**src/hdl/mctt_agu.sv**
```systemverilog
// shared address unit: console base plus cell offset, with loop end compare
// parameterized by address and offset widths; no package dependency
module mctt_agu #(
    parameter int AW = 13,
    parameter int PW = 11
) (
    input  logic [AW-1:0] i_base,
    input  logic [PW-1:0] i_offset,
    input  logic [PW-1:0] i_last,
    output logic [AW-1:0] o_addr,
    output logic          o_end
);

    assign o_addr = i_base + AW'(i_offset);
    assign o_end  = (i_offset == i_last);

endmodule

```
**config.mk**
```make
export PLATFORM = sky130hd
export DESIGN_NAME = mctt_agu
export DESIGN_NICKNAME = d
export VERILOG_FILES = /design/src/hdl/mctt_agu.sv
export SDC_FILE = /design/constraint.sdc
export NUM_CORES = 1
export LEC_CHECK = 0
export BUFFER_PORTS_ARGS = -buffer_cell sky130_fd_sc_hd__buf_4
export CORE_UTILIZATION = 47
export DETAILED_ROUTE_END_ITERATION = 7
export PLACE_DENSITY = 0.89
export REMOVE_ABC_BUFFERS = 1
export SLEW_MARGIN = 20
export SYNTH_ARGS = -nofsm -noshare
export SYNTH_HDL_FRONTEND = slang
export SYNTH_SLANG_ARGS = --single-unit
export TNS_END_PERCENT = 20
```
**constraint.sdc**
```tcl
create_clock -name vclk -period 4.25
set_input_delay 0.85 -clock vclk [all_inputs]
set_output_delay 0.85 -clock vclk [all_outputs]
set_load 0.02 [all_outputs]
```
## Word-level counts from Yosys, hierarchy flattened

Index checks and enable logic that the tools add are counted.

| operators by class | value |
|---|---|
| add/subtract/negate cells | 1 |
| $mul | 0 |
| divide/modulo/power cells | 0 |
| magnitude comparators | 0 |
| eq/ne operators | 1 |
| shifts and indexed selects | 0 |
| multiplexer cells | 0 |
| bitwise operators | 0 |
| reduce and logical (&&, ||, !) cells | 0 |

Operator list:

| operator | number |
|---|---|
| 13-bit by 11-bit adder with 13-bit output | 1 |
| 11-bit == test | 1 |

| word-level totals | value |
|---|---|
| flip-flop bits (word level) | 0 |
| latch bits | 0 |
| RAM bits | 0 |
| ROM bits | 0 |
| output and inout port bits | 14 |
| logic and storage cells | 2 |
| memories kept | 0 |

## Depth between registers and ports, before layout

Gate-level depths: netlist of the first run.

| logic depth | value |
|---|---|
| word-level depth | 1 |
| depth in mapped cells | 7 |
| mapped depth without buffers | 7 |

## Least setup slack after synthesis of the first run

Ideal clock, no wire load.

| timing path | value |
|---|---|
| path type | input to output |
| start point | in i_base[0] |
| end point | out o_addr[12] |
| arrival time | 2,731 ps |
| data required time | 3,400 ps |
| path slack | 669 ps |
| cell stages on the path | 7 |
| path buffers | 0 |
| cells stage by stage | ha_1 fa_1 a21o_1 a221oi_2 o21bai_2 a221o_1 xor2_1 |

| between the ends | value |
|---|---|
| word-level cells in the longest chain between the ends | 1 |

RTL lines:

| item | RTL line | text |
|---|---|---|
| start: declaration | 7 | `input logic [AW-1:0] i_base,` |
| 13-bit by 11-bit adder with 13-bit output | 14 | `assign o_addr = i_base + AW'(i_offset);` |
| end: declaration | 10 | `output logic [AW-1:0] o_addr,` |

No other way between the ends.

## Worst setup path after layout of the first run

Same ends and word-level chain as after synthesis.

==> flow_metrics.tcl, run 1 <==
set metrics [dict create \
    status "finished, final reports clean" \
    drive_gt1_frac 0.415 \
    rows 13 \
    relSlewSlack 0.757 \
    tightest_slew_ns 0.365 \
    path_cells "buf_4, ha_1, fa_1, a21o_1, a221oi_2, o21bai_2, a221o_1, xor2_1, buf_4" \
    grt_use_total 0.240 \
    fp.dieW_um 40.0 \
    fmax_ghz 0.266 \
    cp_top_family "compound AO/OA/AOI/OAI gates" \
    utilization 0.803 \
    worstPathArrival_ns 2.91 \
    wl_um 2020 \
    synth_top_area_frac 0.206 \
    syn_area_um2 679 \
    cts_hold_buf 0 \
    grt_max_degree 11 \
    dr.pass1.iters 4 \
    layout_min_cycle_time_ns 3.76 \
    combPwrFrac 1.000 \
    syn2layout_area_growth_pct 55.8 \
    required_ns 3.40 \
    setup_tns_ns 0 \
    max-vdd-ir-drop_v 0.000152 \
    slew_violations 0 \
    fillers 106 \
    place_area_mm2 0.00106 \
    hold_violations 0 \
    dp_hpwl_um 1730 \
    crit_path_max_incr_delay_ns 0.40 \
    setup_violations 0 \
    avgSynthCellArea_um2 7.72 \
    first_iter_violations 11 \
    portBuffers 49 \
    antenna_left 0 \
    antenna_found_initial 0 \
    grt_overflow_total 0 \
    p_int_mw 0.0946 \
    setup_ws_ns 0.490 \
    vias 827 \
    die_y_um 40.0 \
    synth_cells 88 \
    cp_common_cell "buf_4" \
    viasPerCell 5.51 \
    cp-end-kind "output port" \
    p_leak_nw 0.535 \
    p_sw_mw 0.0975 \
    antennaDiodeCount 0 \
    yosysWarnings 0 \
    grt_pass1_vias 688 \
    seq_power_share 0 \
    hold_depth 3 \
    dieArea_mm2 0.00160 \
    regArea_um2 0 \
    rsz0062_at_grt "no" \
    drc 0 \
    min_path_type "input port to output port" \
    ys_types 27 \
    wire_per_inst_um 13.4 \
    postLayoutCellArea_mm2 0.00106 \
    gp_congestion 0.754 \
    grt_pass1_wl_um 2770 \
    ios 49 \
    setup.worst_path.class "input port to output port" \
    dp_worst_setup_slack_ns 0.482 \
    yosys.area.top_type "xnor2_1" \
    hp-start "i_base[12]" \
    ys_seq_area_frac 0 \
    swShare 0.507 \
    core-area_mm2 0.00132 \
    num-nets-final 184 \
    cts_setup_buffers 0 \
    crit_buf_inv 2 \
    crit_fanout 3 \
    synth.top_cells.by_area "xnor2_1, ha_1, xor2_1" \
    clockPowerShare 0 \
    power_density_mw_per_mm2 181 \
    start_util 0.516 \
    cap_viol_max_count 0 \
    hold_path_end "o_addr[12]" \
    nFlopsAndLatches 0 \
    ctsResizeCount 0 \
    fin_crit_sh 0.885 \
    total_power_mw 0.192 \
    path_depth 9 \
    clock_buffers 0 \
    cp-start-kind "input port" \
    cp_slowest_cell "fa_1" \
    multiInputGateArea_um2 661 \
]
[stage by stage]
step           instances  hold slack (ns)
6_report             150             1.99
3_3_place_gp         150             1.99
2_1_floorplan         86             1.83
5_1_grt              150             2.00
4_1_cts              150             1.99
3_5_place_dp         150             1.99
[kinds of logic (layout without fill, tap and decap cells)]
group	Yosys count	in the layout	share of synthesized area
compound gates	25	25	0.271
xor+xnor	21	21	0.271
fa+ha+maj	12	12	0.232
buf+inv	5	52	0.0276
simple gates	25	25	0.199
[per-layer routing]
| metal | share of wire | GRT usage |
|---|---|---|
| met1 | 0.39 | 0.276 |
| met2 | 0.56 | 0.504 |
| met3 | 0.051 | 0 |
| met4 | 0 | 0 |
| met5 | 0 | 0 |
[final cells by class]
type,instances,area share
multi-input combinational,83,0.624
tap,15,0.0177
timing repair buffer,49,0.348
inverter,3,0.0106
[worst max-delay path by stage]
stage	startpoint	to	slack, ns
3_3_place_gp	i_base[0]	o_addr[12]	0.55
2_1_floorplan	i_base[0]	o_addr[12]	0.67
4_1_cts	i_base[0]	o_addr[12]	0.48
5_1_grt	i_offset[0]	o_addr[12]	0.35
6_report	i_base[0]	o_addr[12]	0.49
3_5_place_dp	i_base[0]	o_addr[12]	0.48
[power groups by stage]
stage,Clock (mW),Combinational (mW),Sequential (mW)
detailed placement,0,0.192,0
CTS,0,0.192,0
finish,0,0.192,0
global placement,0,0.187,0
floorplan,0,0.113,0
global route,0,0.208,0
[cells in the mapped netlist, drive strengths merged]
cell type  number
xnor2          16
ha             11
a21oi           8
nand3           7
a21o            6
xor2            5
and3            4
nand2           4
inv             3
nand4           3
nor3            3
a221oi          2
clkbuf          2
o211ai          2
o21ai           2
a21bo           1
a221o           1
a31oi           1
and2            1
and4            1
fa              1
nor2            1
nor2b           1
o2111ai         1
o21bai          1
[cells in the final DEF, fill, tap and decap left out]
master,instances
ha_1,11
and2_1,1
inv_1,3
o21ai_0,2
nand2_1,4
a221oi_2,1
a21oi_1,8
a221oi_1,1
a221o_1,1
fa_1,1
xnor2_1,16
o2111ai_1,1
nand3_1,7
a21bo_2,1
a21o_2,3
a31oi_1,1
xor2_1,5
nor2b_1,1
and4_2,1
a21o_1,3
buf_4,49
and3_1,4
nor2_1,1
o211ai_1,2
nor3_1,3
nand4_1,3
o21bai_2,1
(Power assumes the default switching activity.)
==> run 2: changes to the inputs <==
--- a/config.mk
+++ b/config.mk
@@ -8,7 +8,7 @@
 export BUFFER_PORTS_ARGS = -buffer_cell sky130_fd_sc_hd__buf_4
 export CORE_UTILIZATION = 47
 export DETAILED_ROUTE_END_ITERATION = 7
-export PLACE_DENSITY = 0.89
+export PLACE_DENSITY = 0.91
 export REMOVE_ABC_BUFFERS = 1
 export SLEW_MARGIN = 20
 export SYNTH_ARGS = -nofsm -noshare
==> run 2 against run 1 <==
Effect of this change:
- cell count is the same
- via count is the same
- largest cell class unchanged
- global-route usage grew 1.0 points
- sequential share of layout area is the same
- worst hold slack gained 0.019 ns
- sequential cell count is the same
- routed wire length shrank 0.89%
- combinational power is essentially flat
==> flow_metrics.tcl, run 2 (synthesized netlist as in run 1, its figures left out) <==
set metrics [dict create \
    required_ns 3.40 \
    setup_tns_ns 0 \
    antenna_found_initial 0 \
    p_leak_nw 0.535 \
    grt_max_degree 11 \
    status "finished, final reports clean" \
    p_int_mw 0.0947 \
    gp_congestion 0.763 \
    layout_min_cycle_time_ns 3.76 \
    regArea_um2 0 \
    rows 13 \
    max-vdd-ir-drop_v 0.000122 \
    wl_um 2000 \
    cap_viol_max_count 0 \
    setup.worst_path.class "input port to output port" \
    antenna_left 0 \
    p_sw_mw 0.0972 \
    grt_pass1_vias 736 \
    start_util 0.516 \
    grt_use_total 0.250 \
    grt_overflow_total 0 \
    die_y_um 40.0 \
    slew_violations 0 \
    drive_gt1_frac 0.415 \
    ctsResizeCount 0 \
    worstPathArrival_ns 2.91 \
    layout_commonest_cell "buf_4" \
    fp.dieW_um 40.0 \
    portBuffers 49 \
    hold_violations 0 \
    clockPowerShare 0 \
    dp_hpwl_um 1780 \
    rsz0062_at_grt "no" \
    nFlopsAndLatches 0 \
    power_density_mw_per_mm2 181 \
    dp_cells 150 \
    ios 49 \
    mostFrequentLayoutCells "buf_4, xnor2_1, ha_1, a21oi_1, nand3_1" \
    viasPerCell 5.51 \
    min_path_type "input port to output port" \
    drc 0 \
    relSlewSlack 0.779 \
    cts_setup_buffers 0 \
    swShare 0.507 \
    fin_crit_sh 0.885 \
    grt_pass1_wl_um 2790 \
    cts_hold_buf 0 \
    first_iter_violations 14 \
    stdcell_count 150 \
    setup_violations 0 \
    num-nets-final 184 \
    vias 827 \
    cp-end-kind "output port" \
    core-area_mm2 0.00132 \
    dr.pass1.iters 5 \
    fmax_ghz 0.266 \
    syn2layout_area_growth_pct 55.8 \
    clock_buffers 0 \
    combPwrFrac 1.000 \
    wire_per_inst_um 13.3 \
    fillers 97 \
    crit_fanout 3 \
    multiInputGateArea_um2 661 \
    seq_power_share 0 \
    antennaDiodeCount 0 \
    dieArea_mm2 0.00160 \
    cp-start-kind "input port" \
    tightest_slew_ns 0.331 \
]
-- run 2: cell counts in the layout (fill, tap and decap cells not counted) --
No cell type changed its count.
-- run 2: per-layer routing --
metal	track usage	vias to the layer above	wire length, um
met1	0.240	367	723
met4	0	0	0
li1	-	424	-
met2	0.577	36	1160
met5	0	-	0
met3	0.0111	0	118
-- run 2: area by class of cell --
class,instances,share of cell area
inverter,3,0.0106
timing repair buffer,49,0.348
tap,15,0.0177
multi-input combinational,83,0.624
-- run 2: final timing paths --
| kind | from | end | slack, ns | cells after the start |
|---|---|---|---|---|
| worst max-delay path | i_offset[0] | o_addr[12] | 0.49 | 9 |
| worst min-delay path | i_base[12] | o_addr[12] | 2.01 | 3 |
-- run 2: per-stage QoR --
step                      cell area [um2]   util  setup slack (ns)  hold WS, ns  power, mW
final                                1060  0.803             0.488         2.01      0.192
after global routing                 1060  0.803             0.379         2.01      0.207
after CTS                            1060  0.803             0.478         2.01      0.192
after detailed placement             1060  0.803             0.493         2.01      0.191
after global placement               1060  0.803             0.552         1.98      0.187
after floorplan                       672      -             0.669         1.83      0.113
-- run 2: critical path, stage by stage --
cell and delay, ns:
buf_4 0.12, ha_1 0.20, fa_1 0.41, a21o_1 0.22
a221oi_2 0.36, o21bai_2 0.11, a221o_1 0.31, xor2_1 0.17
buf_4 0.17
-- run 2: power by group through the flow --
stage,sequential (mW),combinational [mW],clock [mW]
after CTS,0,0.192,0
after detailed placement,0,0.191,0
after floorplan,0,0.113,0
after global placement,0,0.187,0
final,0,0.192,0
after global routing,0,0.207,0
